--- src/design/rdd_pkg.sv ---
`timescale 1ns / 1ps
// Shared types and constants for the Rice delta-list decoder.
// No dependencies; every other file of the block imports this package.
package rdd_pkg;

	localparam int KIND_W       = 2;
	localparam int BYTE_W       = 8;
	localparam int VALUE_W      = 32;
	localparam int K_W          = 5;
	localparam int ENTRY_W      = 24;
	localparam int CFG_IDX_W    = 2;
	localparam int CFG_DATA_W   = 32;
	localparam int BIT_CNT_W    = 5;
	localparam int COUNT_BITS_DEF = 24;

	// Item kinds.
	localparam logic [KIND_W-1:0] KIND_START = 2'd0;
	localparam logic [KIND_W-1:0] KIND_DATA  = 2'd1;
	localparam logic [KIND_W-1:0] KIND_END   = 2'd2;

	// Register indexes.
	localparam logic [CFG_IDX_W-1:0] REG_RICE_K      = 2'd0;
	localparam logic [CFG_IDX_W-1:0] REG_FIRST_VALUE = 2'd1;
	localparam logic [CFG_IDX_W-1:0] REG_ENTRY_COUNT = 2'd2;

	// Control from the sequencer to the bit decoder.
	typedef struct packed {
		logic bit_en;
		logic bit_in;
		logic clr;
		logic take;
	} bd_ctrl_t;

endpackage

--- src/design/rdd_cfg_if.sv ---
`timescale 1ns / 1ps
// Configuration write channel of the Rice delta-list decoder.
// Depends on rdd_pkg.
interface rdd_cfg_if;
	import rdd_pkg::*;
	logic                  valid;
	logic                  ready;
	logic [CFG_IDX_W-1:0]  index;
	logic [CFG_DATA_W-1:0] data;

	modport source (output valid, output index, output data, input ready);
	modport sink (input valid, input index, input data, output ready);
endinterface

--- src/design/rdd_in_if.sv ---
`timescale 1ns / 1ps
// Input item channel of the Rice delta-list decoder.
// Depends on rdd_pkg.
interface rdd_in_if;
	import rdd_pkg::*;
	logic              valid;
	logic              ready;
	logic [KIND_W-1:0] kind;
	logic [BYTE_W-1:0] data_byte;

	modport source (output valid, output kind, output data_byte, input ready);
	modport sink (input valid, input kind, input data_byte, output ready);
endinterface

--- src/design/rdd_out_if.sv ---
`timescale 1ns / 1ps
// Result channel of the Rice delta-list decoder.
// Depends on rdd_pkg.
interface rdd_out_if;
	import rdd_pkg::*;
	logic               valid;
	logic               ready;
	logic [VALUE_W-1:0] value;
	logic               error;
	logic               last;

	modport source (output valid, output value, output error, output last, input ready);
	modport sink (input valid, input value, input error, input last, output ready);
endinterface

--- src/design/rdd_bitdec.sv ---
`timescale 1ns / 1ps
// Bit-serial Rice delta decoder: unary quotient, then k remainder bits, LSB first.
// Depends on rdd_pkg.
module rdd_bitdec (
	input  logic                        clk,
	input  logic                        arst_n,
	input  rdd_pkg::bd_ctrl_t           ctrl,
	input  logic [rdd_pkg::K_W-1:0]     k,
	output logic                        fin,
	output logic [rdd_pkg::VALUE_W-1:0] delta
);
	import rdd_pkg::*;

	logic               in_rem_q;
	logic [VALUE_W-1:0] quot_q;
	logic [VALUE_W-1:0] rem_q;
	logic [K_W-1:0]     seen_q;
	logic [VALUE_W-1:0] delta_q;
	logic [K_W-1:0]     seen_nxt;

	assign seen_nxt = seen_q + K_W'(1);

	// The remainder also ends when the bit counter wraps, which only matters
	// if the remainder width shrank while a delta was half read.
	always_comb begin
		fin = 1'b0;
		if (ctrl.bit_en) begin
			if (!in_rem_q)
				fin = !ctrl.bit_in && (k == '0);
			else
				fin = (seen_nxt >= k) || (seen_nxt == '0);
		end
	end

	always_ff @(posedge clk or negedge arst_n) begin
		if (!arst_n) begin
			in_rem_q <= 1'b0;
			quot_q   <= '0;
			rem_q    <= '0;
			seen_q   <= '0;
		end else if (ctrl.clr) begin
			in_rem_q <= 1'b0;
			quot_q   <= '0;
			rem_q    <= '0;
			seen_q   <= '0;
		end else if (ctrl.take) begin
			in_rem_q <= 1'b0;
			quot_q   <= '0;
			rem_q    <= '0;
			seen_q   <= '0;
		end else if (ctrl.bit_en) begin
			if (!in_rem_q) begin
				if (ctrl.bit_in)
					quot_q <= quot_q + VALUE_W'(1);
				else if (k != '0) begin
					in_rem_q <= 1'b1;
					rem_q    <= '0;
					seen_q   <= '0;
				end
			end else begin
				rem_q[seen_q] <= rem_q[seen_q] | ctrl.bit_in;
				seen_q        <= seen_nxt;
			end
		end
	end

	always_ff @(posedge clk) begin
		if (ctrl.take)
			delta_q <= (quot_q << k) + rem_q;
	end

	assign delta = delta_q;

	// A finished delta is taken in the cycle right after it ends.
	a_fin_then_take: assert property (@(posedge clk) disable iff (!arst_n)
		fin |=> ctrl.take)
		else $error("finished delta not taken");

	// The decoder never works on a bit while it takes a delta.
	a_take_excl: assert property (@(posedge clk) disable iff (!arst_n)
		!(ctrl.take && ctrl.bit_en))
		else $error("bit fed while a delta is taken");

endmodule

--- src/design/rice_delta_decoder.sv ---
`timescale 1ns / 1ps
// Top level of the Rice-coded delta-list decoder: sequencer, registers, output slot.
// Depends on rdd_pkg, rdd_cfg_if, rdd_in_if, rdd_out_if and rdd_bitdec.
//
//   channel   role     payload                      handshake
//   cfg       sink     index, data                  valid / ready (always ready)
//   items     sink     kind, data_byte              valid / ready
//   results   source   value, error, last           valid / ready
//
// A data byte is accepted in idle; its eight bits then go one at a time, LSB first,
// through the bit decoder, and each delta that ends inside the byte passes the take and
// sum states. End of data feeds up to 24 zero padding bits the same way, then an error
// result. Results wait in a one-entry output register; a full register stalls the
// sequencer, not the bits already taken.
// Reset leaves the block idle with no list open.
module rice_delta_decoder #(
	parameter int COUNT_BITS = rdd_pkg::COUNT_BITS_DEF
) (
	input logic        clk,
	input logic        arst_n,
	rdd_cfg_if.sink    cfg,
	rdd_in_if.sink     items,
	rdd_out_if.source  results
);
	import rdd_pkg::*;

	localparam logic [2:0] ST_IDLE  = 3'd0;
	localparam logic [2:0] ST_START = 3'd1;
	localparam logic [2:0] ST_BITS  = 3'd2;
	localparam logic [2:0] ST_DELTA = 3'd3;
	localparam logic [2:0] ST_SUM   = 3'd4;
	localparam logic [2:0] ST_ERR   = 3'd5;

	logic [2:0]            state_q;
	logic [K_W-1:0]        k_q;
	logic [VALUE_W-1:0]    first_q;
	logic [ENTRY_W-1:0]    count_q;
	logic [VALUE_W-1:0]    sum_q;
	logic [COUNT_BITS-1:0] entries_q;
	logic [1:0]            biw_q;
	logic                  done_q;
	logic                  end_q;
	logic [BYTE_W-1:0]     sr_q;
	logic [BIT_CNT_W-1:0]  bits_q;

	logic                  out_valid_q;
	logic [VALUE_W-1:0]    out_value_q;
	logic                  out_error_q;
	logic                  out_last_q;

	logic                  take_item;
	logic                  out_free;
	logic                  fin;
	logic [VALUE_W-1:0]    delta;
	logic [VALUE_W-1:0]    sum_next;
	logic [31:0]           count_ext;
	logic [COUNT_BITS-1:0] entries_load;
	logic [BIT_CNT_W-1:0]  pad_bits;
	bd_ctrl_t              bd_ctrl;

	logic                  push;
	logic [VALUE_W-1:0]    push_value;
	logic                  push_error;
	logic                  push_last;

	assign cfg.ready     = 1'b1;
	assign items.ready   = (state_q == ST_IDLE);
	assign take_item     = items.valid && (state_q == ST_IDLE);
	assign out_free      = !out_valid_q || results.ready;
	assign sum_next      = sum_q + delta;
	assign count_ext     = {{(32 - ENTRY_W){1'b0}}, count_q};
	assign entries_load  = count_ext[COUNT_BITS-1:0];
	// Zero bits that pad the stream up to the next four-byte boundary.
	assign pad_bits      = {(2'd0 - biw_q), 3'b000};

	always_ff @(posedge clk or negedge arst_n) begin
		if (!arst_n) begin
			k_q     <= '0;
			first_q <= '0;
			count_q <= '0;
		end else if (cfg.valid) begin
			unique case (cfg.index)
				REG_RICE_K:      k_q     <= cfg.data[K_W-1:0];
				REG_FIRST_VALUE: first_q <= cfg.data[VALUE_W-1:0];
				REG_ENTRY_COUNT: count_q <= cfg.data[ENTRY_W-1:0];
				default: ;
			endcase
		end
	end

	always_comb begin
		bd_ctrl.bit_en = (state_q == ST_BITS);
		bd_ctrl.bit_in = sr_q[0];
		bd_ctrl.clr    = take_item && (items.kind == KIND_START);
		bd_ctrl.take   = (state_q == ST_DELTA);
	end

	rdd_bitdec u_bitdec (
		.clk    (clk),
		.arst_n (arst_n),
		.ctrl   (bd_ctrl),
		.k      (k_q),
		.fin    (fin),
		.delta  (delta)
	);

	always_comb begin
		push       = 1'b0;
		push_value = sum_next;
		push_error = 1'b0;
		push_last  = 1'b0;
		unique case (state_q)
			ST_START: begin
				push       = out_free;
				push_value = sum_q;
				push_last  = done_q;
			end
			ST_SUM: begin
				push      = out_free;
				push_last = (entries_q == '0);
			end
			ST_ERR: begin
				push       = out_free;
				push_value = '0;
				push_error = 1'b1;
				push_last  = 1'b1;
			end
			default: ;
		endcase
	end

	always_ff @(posedge clk or negedge arst_n) begin
		if (!arst_n) begin
			state_q   <= ST_IDLE;
			sum_q     <= '0;
			entries_q <= '0;
			biw_q     <= '0;
			done_q    <= 1'b1;
			end_q     <= 1'b0;
			sr_q      <= '0;
			bits_q    <= '0;
		end else begin
			unique case (state_q)
				ST_IDLE: begin
					if (items.valid) begin
						unique case (items.kind)
							KIND_START: begin
								sum_q     <= first_q;
								entries_q <= entries_load;
								biw_q     <= '0;
								done_q    <= (entries_load == '0);
								end_q     <= 1'b0;
								state_q   <= ST_START;
							end
							KIND_DATA: begin
								if (!done_q) begin
									biw_q   <= biw_q + 2'd1;
									sr_q    <= items.data_byte;
									bits_q  <= BIT_CNT_W'(BYTE_W);
									end_q   <= 1'b0;
									state_q <= ST_BITS;
								end
							end
							KIND_END: begin
								if (!done_q) begin
									biw_q  <= '0;
									end_q  <= 1'b1;
									sr_q   <= '0;
									bits_q <= pad_bits;
									if (pad_bits == '0)
										state_q <= ST_ERR;
									else
										state_q <= ST_BITS;
								end
							end
							default: ;
						endcase
					end
				end
				ST_START: begin
					if (out_free)
						state_q <= ST_IDLE;
				end
				ST_BITS: begin
					sr_q   <= sr_q >> 1;
					bits_q <= bits_q - BIT_CNT_W'(1);
					if (fin)
						state_q <= ST_DELTA;
					else if (bits_q == BIT_CNT_W'(1))
						state_q <= end_q ? ST_ERR : ST_IDLE;
				end
				ST_DELTA: begin
					entries_q <= entries_q - COUNT_BITS'(1);
					state_q   <= ST_SUM;
				end
				ST_SUM: begin
					if (out_free) begin
						sum_q <= sum_next;
						if (entries_q == '0) begin
							// List complete: the rest of the stream is ignored.
							done_q  <= 1'b1;
							state_q <= ST_IDLE;
						end else if (bits_q != '0)
							state_q <= ST_BITS;
						else
							state_q <= end_q ? ST_ERR : ST_IDLE;
					end
				end
				ST_ERR: begin
					if (out_free) begin
						done_q  <= 1'b1;
						state_q <= ST_IDLE;
					end
				end
				default: state_q <= ST_IDLE;
			endcase
		end
	end

	always_ff @(posedge clk or negedge arst_n) begin
		if (!arst_n)
			out_valid_q <= 1'b0;
		else if (push)
			out_valid_q <= 1'b1;
		else if (results.ready)
			out_valid_q <= 1'b0;
	end

	always_ff @(posedge clk) begin
		if (push) begin
			out_value_q <= push_value;
			out_error_q <= push_error;
			out_last_q  <= push_last;
		end
	end

	assign results.valid = out_valid_q;
	assign results.value = out_value_q;
	assign results.error = out_error_q;
	assign results.last  = out_last_q;

	// A new result never overwrites one that has not been taken.
	a_no_overwrite: assert property (@(posedge clk) disable iff (!arst_n)
		push |-> (!out_valid_q || results.ready))
		else $error("result overwritten before it was taken");

	// A list that ends, with or without error, leaves the decoder closed.
	a_last_closes: assert property (@(posedge clk) disable iff (!arst_n)
		(push && push_last) |=> done_q)
		else $error("list still open after its last result");

	// Bit cycles only run with bits left to decode.
	a_bits_left: assert property (@(posedge clk) disable iff (!arst_n)
		(state_q == ST_BITS) |-> (bits_q != '0) && !done_q)
		else $error("bit cycle with no bits left or list closed");

	// An error result carries value zero and closes the list.
	a_err_form: assert property (@(posedge clk) disable iff (!arst_n)
		(results.valid && results.error) |-> (results.last && (results.value == '0)))
		else $error("malformed error result");

endmodule
--- src/flat_wrapper.sv ---
// flat-port wrapper written by rule: the top's interface ports become plain ports
module rice_delta_decoder_flat import rdd_pkg::*;
#(
	parameter int COUNT_BITS = rdd_pkg::COUNT_BITS_DEF
)
  (clk, arst_n, cfg_valid, cfg_index, cfg_data, cfg_ready, items_valid, items_kind, items_data_byte, items_ready, results_valid, results_value, results_error, results_last, results_ready);
  rdd_cfg_if cfg_i ();
  rdd_in_if items_i ();
  rdd_out_if results_i ();
  input logic clk;
  input logic arst_n;
  input wire logic [$bits(cfg_i.valid)-1:0] cfg_valid;
  input wire logic [$bits(cfg_i.index)-1:0] cfg_index;
  input wire logic [$bits(cfg_i.data)-1:0] cfg_data;
  output wire logic [$bits(cfg_i.ready)-1:0] cfg_ready;
  input wire logic [$bits(items_i.valid)-1:0] items_valid;
  input wire logic [$bits(items_i.kind)-1:0] items_kind;
  input wire logic [$bits(items_i.data_byte)-1:0] items_data_byte;
  output wire logic [$bits(items_i.ready)-1:0] items_ready;
  output wire logic [$bits(results_i.valid)-1:0] results_valid;
  output wire logic [$bits(results_i.value)-1:0] results_value;
  output wire logic [$bits(results_i.error)-1:0] results_error;
  output wire logic [$bits(results_i.last)-1:0] results_last;
  input wire logic [$bits(results_i.ready)-1:0] results_ready;
  assign cfg_i.valid = cfg_valid;
  assign cfg_i.index = cfg_index;
  assign cfg_i.data = cfg_data;
  assign cfg_ready = cfg_i.ready;
  assign items_i.valid = items_valid;
  assign items_i.kind = items_kind;
  assign items_i.data_byte = items_data_byte;
  assign items_ready = items_i.ready;
  assign results_valid = results_i.valid;
  assign results_value = results_i.value;
  assign results_error = results_i.error;
  assign results_last = results_i.last;
  assign results_i.ready = results_ready;
  rice_delta_decoder #(.COUNT_BITS(COUNT_BITS)) u_core (.clk(clk), .arst_n(arst_n), .cfg(cfg_i), .items(items_i), .results(results_i));
endmodule
--- config.mk ---
export PLATFORM = sky130hd
export DESIGN_NAME = rice_delta_decoder_flat
export DESIGN_NICKNAME = d
export VERILOG_FILES = /design/src/design/rdd_pkg.sv /design/src/design/rdd_cfg_if.sv /design/src/design/rdd_in_if.sv /design/src/design/rdd_out_if.sv /design/src/design/rdd_bitdec.sv /design/src/design/rice_delta_decoder.sv /design/src/flat_wrapper.sv
export SDC_FILE = /design/constraint.sdc
export NUM_CORES = 1
export LEC_CHECK = 0
export BUFFER_PORTS_ARGS = -buffer_cell sky130_fd_sc_hd__buf_2
export CORE_ASPECT_RATIO = 0.7
export CORE_MARGIN = 2
export CORE_UTILIZATION = 58
export DETAILED_ROUTE_END_ITERATION = 16
export GPL_ROUTABILITY_DRIVEN = 0
export PLACE_DENSITY = 0.76
export SLEW_MARGIN = 10
export SYNTH_ARGS = -nofsm -noshare
export SYNTH_HDL_FRONTEND = slang
export SYNTH_SLANG_ARGS = --single-unit
export TNS_END_PERCENT = 50
--- constraint.sdc ---
create_clock -name clk -period 5.1 [get_ports clk]
set_clock_uncertainty 0.2 [all_clocks]
set_input_delay 0.51 -clock clk [delete_from_list [all_inputs] [get_ports clk]]
set_output_delay 0.51 -clock clk [all_outputs]
set_load 0.02 [all_outputs]
==> results.cfg <==
[global_route]
grt_usage_pct = 30.7
grt_overflow_total = 0
grt_pass1_wl_mm = 75.8
antenna_found_initial = 0
grt_start_max_net_pins = 110
grt_pass1_vias = 13685

[yosys]
yosys_warnings = 0
yosysTopAreaCell = dfrtp_1
syn_inst = 1913
yosysUniqueCellTypes = 84
syn_avg_cell_area_um2 = 9.11
synth-main-ff-cell = dfrtp_1
synth-seq-area-share_pct = 41.3
synth_edf_count = 66
ys_top_cells_by_area = dfrtp_1 30%, edfxtp_1 11%, ha_1 5.9%, nand2_1 5.3%, a21oi_1 5.3%
syn_nets = 2046
synth_seq_cells = 274
synthDominantCellAreaShare_pct = 29.7
async_reset_ff_share_pct = 75.9
synth_area_um2 = 17400

[timing]
slew_headroom_pct = 21.2
fin_tns_setup_ns = 0
finalSetupViolations = 0
fmax_mhz = 219
finalMaxSlewViolations = 0
rsz0062_at_grt = no
tightest_slew_ns = 1.18
setup_ws_ns = 0.542
fin_crit_sh_pct = 89.4
finalHoldViolCount = 0
fin_crit_ns = 4.56

[cells_and_area]
antennaDiodeCount = 0
final_common_cell = nand2_1
design_area_um2 = 19100
nFillCells = 2392
drive_above_1_share_pct = 13.6
area_delta_synth_final_pct = 9.58
final_cell_mix = 246 x nand2_1, 207 x dfrtp_1, 183 x a21oi_1, 174 x nor2_1, 145 x o21ai_0
nets = 2089

[clocking]
cts.clk_slew.worst_paths_ns = 0.07
post_cts_buffers = 0
numCtsBuffers = 27
clock_sinks = 274
insertion_delay_ns = 0.56
ctsResizeCount = 0
clockBufferDepth = 3
cts_tree = yes
h-tree-depth = 1
ctsRootBufferMaster = clkbuf_16

[place]
port_buffers = 84
dpl_cell_area_um2 = 18100
place_hpwl_mm = 34.6
pre_cts_ws_ns = 0.632

[die]
num_rows = 53
start_util_pct = 58.5
num_io_pins = 86
core_area_um2 = 29800
die_h_um = 149
die_x_um = 211
dieArea_um2 = 31500

[worst_setup_path]
cp.arrival_ns = 4.67
crit_type = flop to flop
crit_path_start_kind = flop
cp_max_fo = 12
required_ns = 5.21
critPathCaptureType = flop

[detailed_routing]
drt-initial-drc-count = 1984
wl_per_cell_um = 20.3
drc = 0
dr.pass1.iters = 6
wl_mm = 47.9
viasPerCell = 6.38
vias = 15068
ant_nets = 0

[power_and_ir_drop]
max-vdd-ir-drop_uv = 284
power_density_nw_per_um2 = 478
p_leak_nw = 8.17

[outcome]
status = completed

[worst_hold_path]
hold_path_class = input pin to flop

[run]
maxCapViolations = 0
-- synth_stat cells, types with 4 or more instances --
library cell  count
and3_1           19
o21bai_1          8
nand2b_1         10
a31oi_1          17
o21a_1            6
mux4_1            4
nand4_1          11
and4_1            4
xnor2_1          40
nand3_1          51
o21ai_1           4
ha_1             82
nor3b_1          11
nor2b_1          18
inv_1            50
a211oi_1         19
nand3b_1         35
mux2_2           61
o211ai_1         19
a221o_1           4
o21ai_0         146
buf_2             4
dfrtp_1         207
a22oi_1           6
buf_1             5
mux2i_1          30
a21o_1           29
nor3_1           70
nand2_1         246
clkbuf_1         93
and2_1            8
mux4_2           22
xor2_1           40
or3_1            16
a21oi_1         183
o22ai_1          12
edfxtp_1         66
nor4_1           10
nor2_1          174
-- registers in the layout, summed over array words and instances (netlist names), 8 cells and up --
name                    cells
u_core.u_bitdec.rem_q      32
u_core.entries_q           24
u_core.u_bitdec.delta      32
u_core.results.value       32
u_core.first_q             32
u_core.sr_q                 8
u_core.sum_q               32
u_core.u_bitdec.quot_q     32
u_core.count_q             24
-- path summary, 6_finish.rpt --
check / start / depth (start not counted) / end / slack [ns]
setup / recovery: u_core.k_q[0] / 15 / u_core.u_bitdec.delta[29] / 0.54
max in group asynchronous: arst_n / 3 / u_core.entries_q[9] / 3.28
min in group asynchronous: arst_n / 2 / u_core.sr_q[3] / 0.36
hold / removal: cfg_data[26] / 2 / u_core.first_q[26] / 0.008
setup reg to reg: u_core.k_q[0] / 15 / u_core.u_bitdec.delta[29] / 0.54
hold reg to reg: u_core.sr_q[7] / 2 / u_core.sr_q[7] / 0.28
-- metal layers --
| layer | GRT usage [%] | part of all wire, % |
|---|---|---|
| met2 | 42.9 | 41 |
| met4 | 8.45 | 2.7 |
| met3 | 6.86 | 11 |
| met1 | 47.5 | 45 |
| met5 | 0 | 0 |
-- logic make-up after synthesis --
family | Yosys count | synth area share [%]
AOI/OAI and AO/OA | 488 | 16.5
xor gates and xnor gates | 80 | 4.02
adders and majority gates | 84 | 6.12
buffers and inverters | 163 | 3.86
DFF | 274 | 41.3
muxes | 117 | 9.12
other | 1 | 0.0215
and+or+nand+nor | 706 | 19.1
-- through the flow --
step           hold WS (ns)  total power, mW  instances  utilization [%]
4_1_cts             0.00186             9.07       2360             64.1
3_3_place_gp          0.257             6.92       2303             60.9
5_1_grt             0.00807             9.67       2360             64.1
3_5_place_dp          0.265             7.06       2303             60.9
2_1_floorplan        0.0144             5.97       1913                -
6_report            0.00768             9.13       2360             64.1
-- critical path, stage by stage, from the launching register on --
cell and delay, ns:
dfrtp_1 0.54, buf_4 0.27, mux4_1 0.62, mux2i_1 0.30
and2_1 0.18, a211oi_1 0.05, ha_1 0.35, a21oi_1 0.15
o21ai_0 0.12, a221o_1 0.31, a21oi_1 0.20, a31o_2 0.25
o2111ai_1 0.13, a21o_1 0.22, a221oi_1 0.33, xnor2_1 0.09
-- layout make-up --
type	instances	area, um^2	area share, %
inverters	53	199	1.04
clock buffers	35	736	3.85
well taps	385	482	2.52
clock inverters	13	128	0.669
repair buffers	124	766	4.01
flip-flops and latches	274	7190	37.7
multi-input cells	1476	9590	50.2
-- timing repair --
action,CTS,global route
setup endpoints to repair,0,0
endpoints found under the hold margin,115,0
hold buffers,9,0
-- where the power goes --
part	internal, mW	switching [mW]	total [mW]
logic	1.34	2.31	3.65
clock network	1.12	0.870	1.99
registers	2.94	0.547	3.49
total	5.40	3.73	9.13
Power figures use the tool's default switching activity.
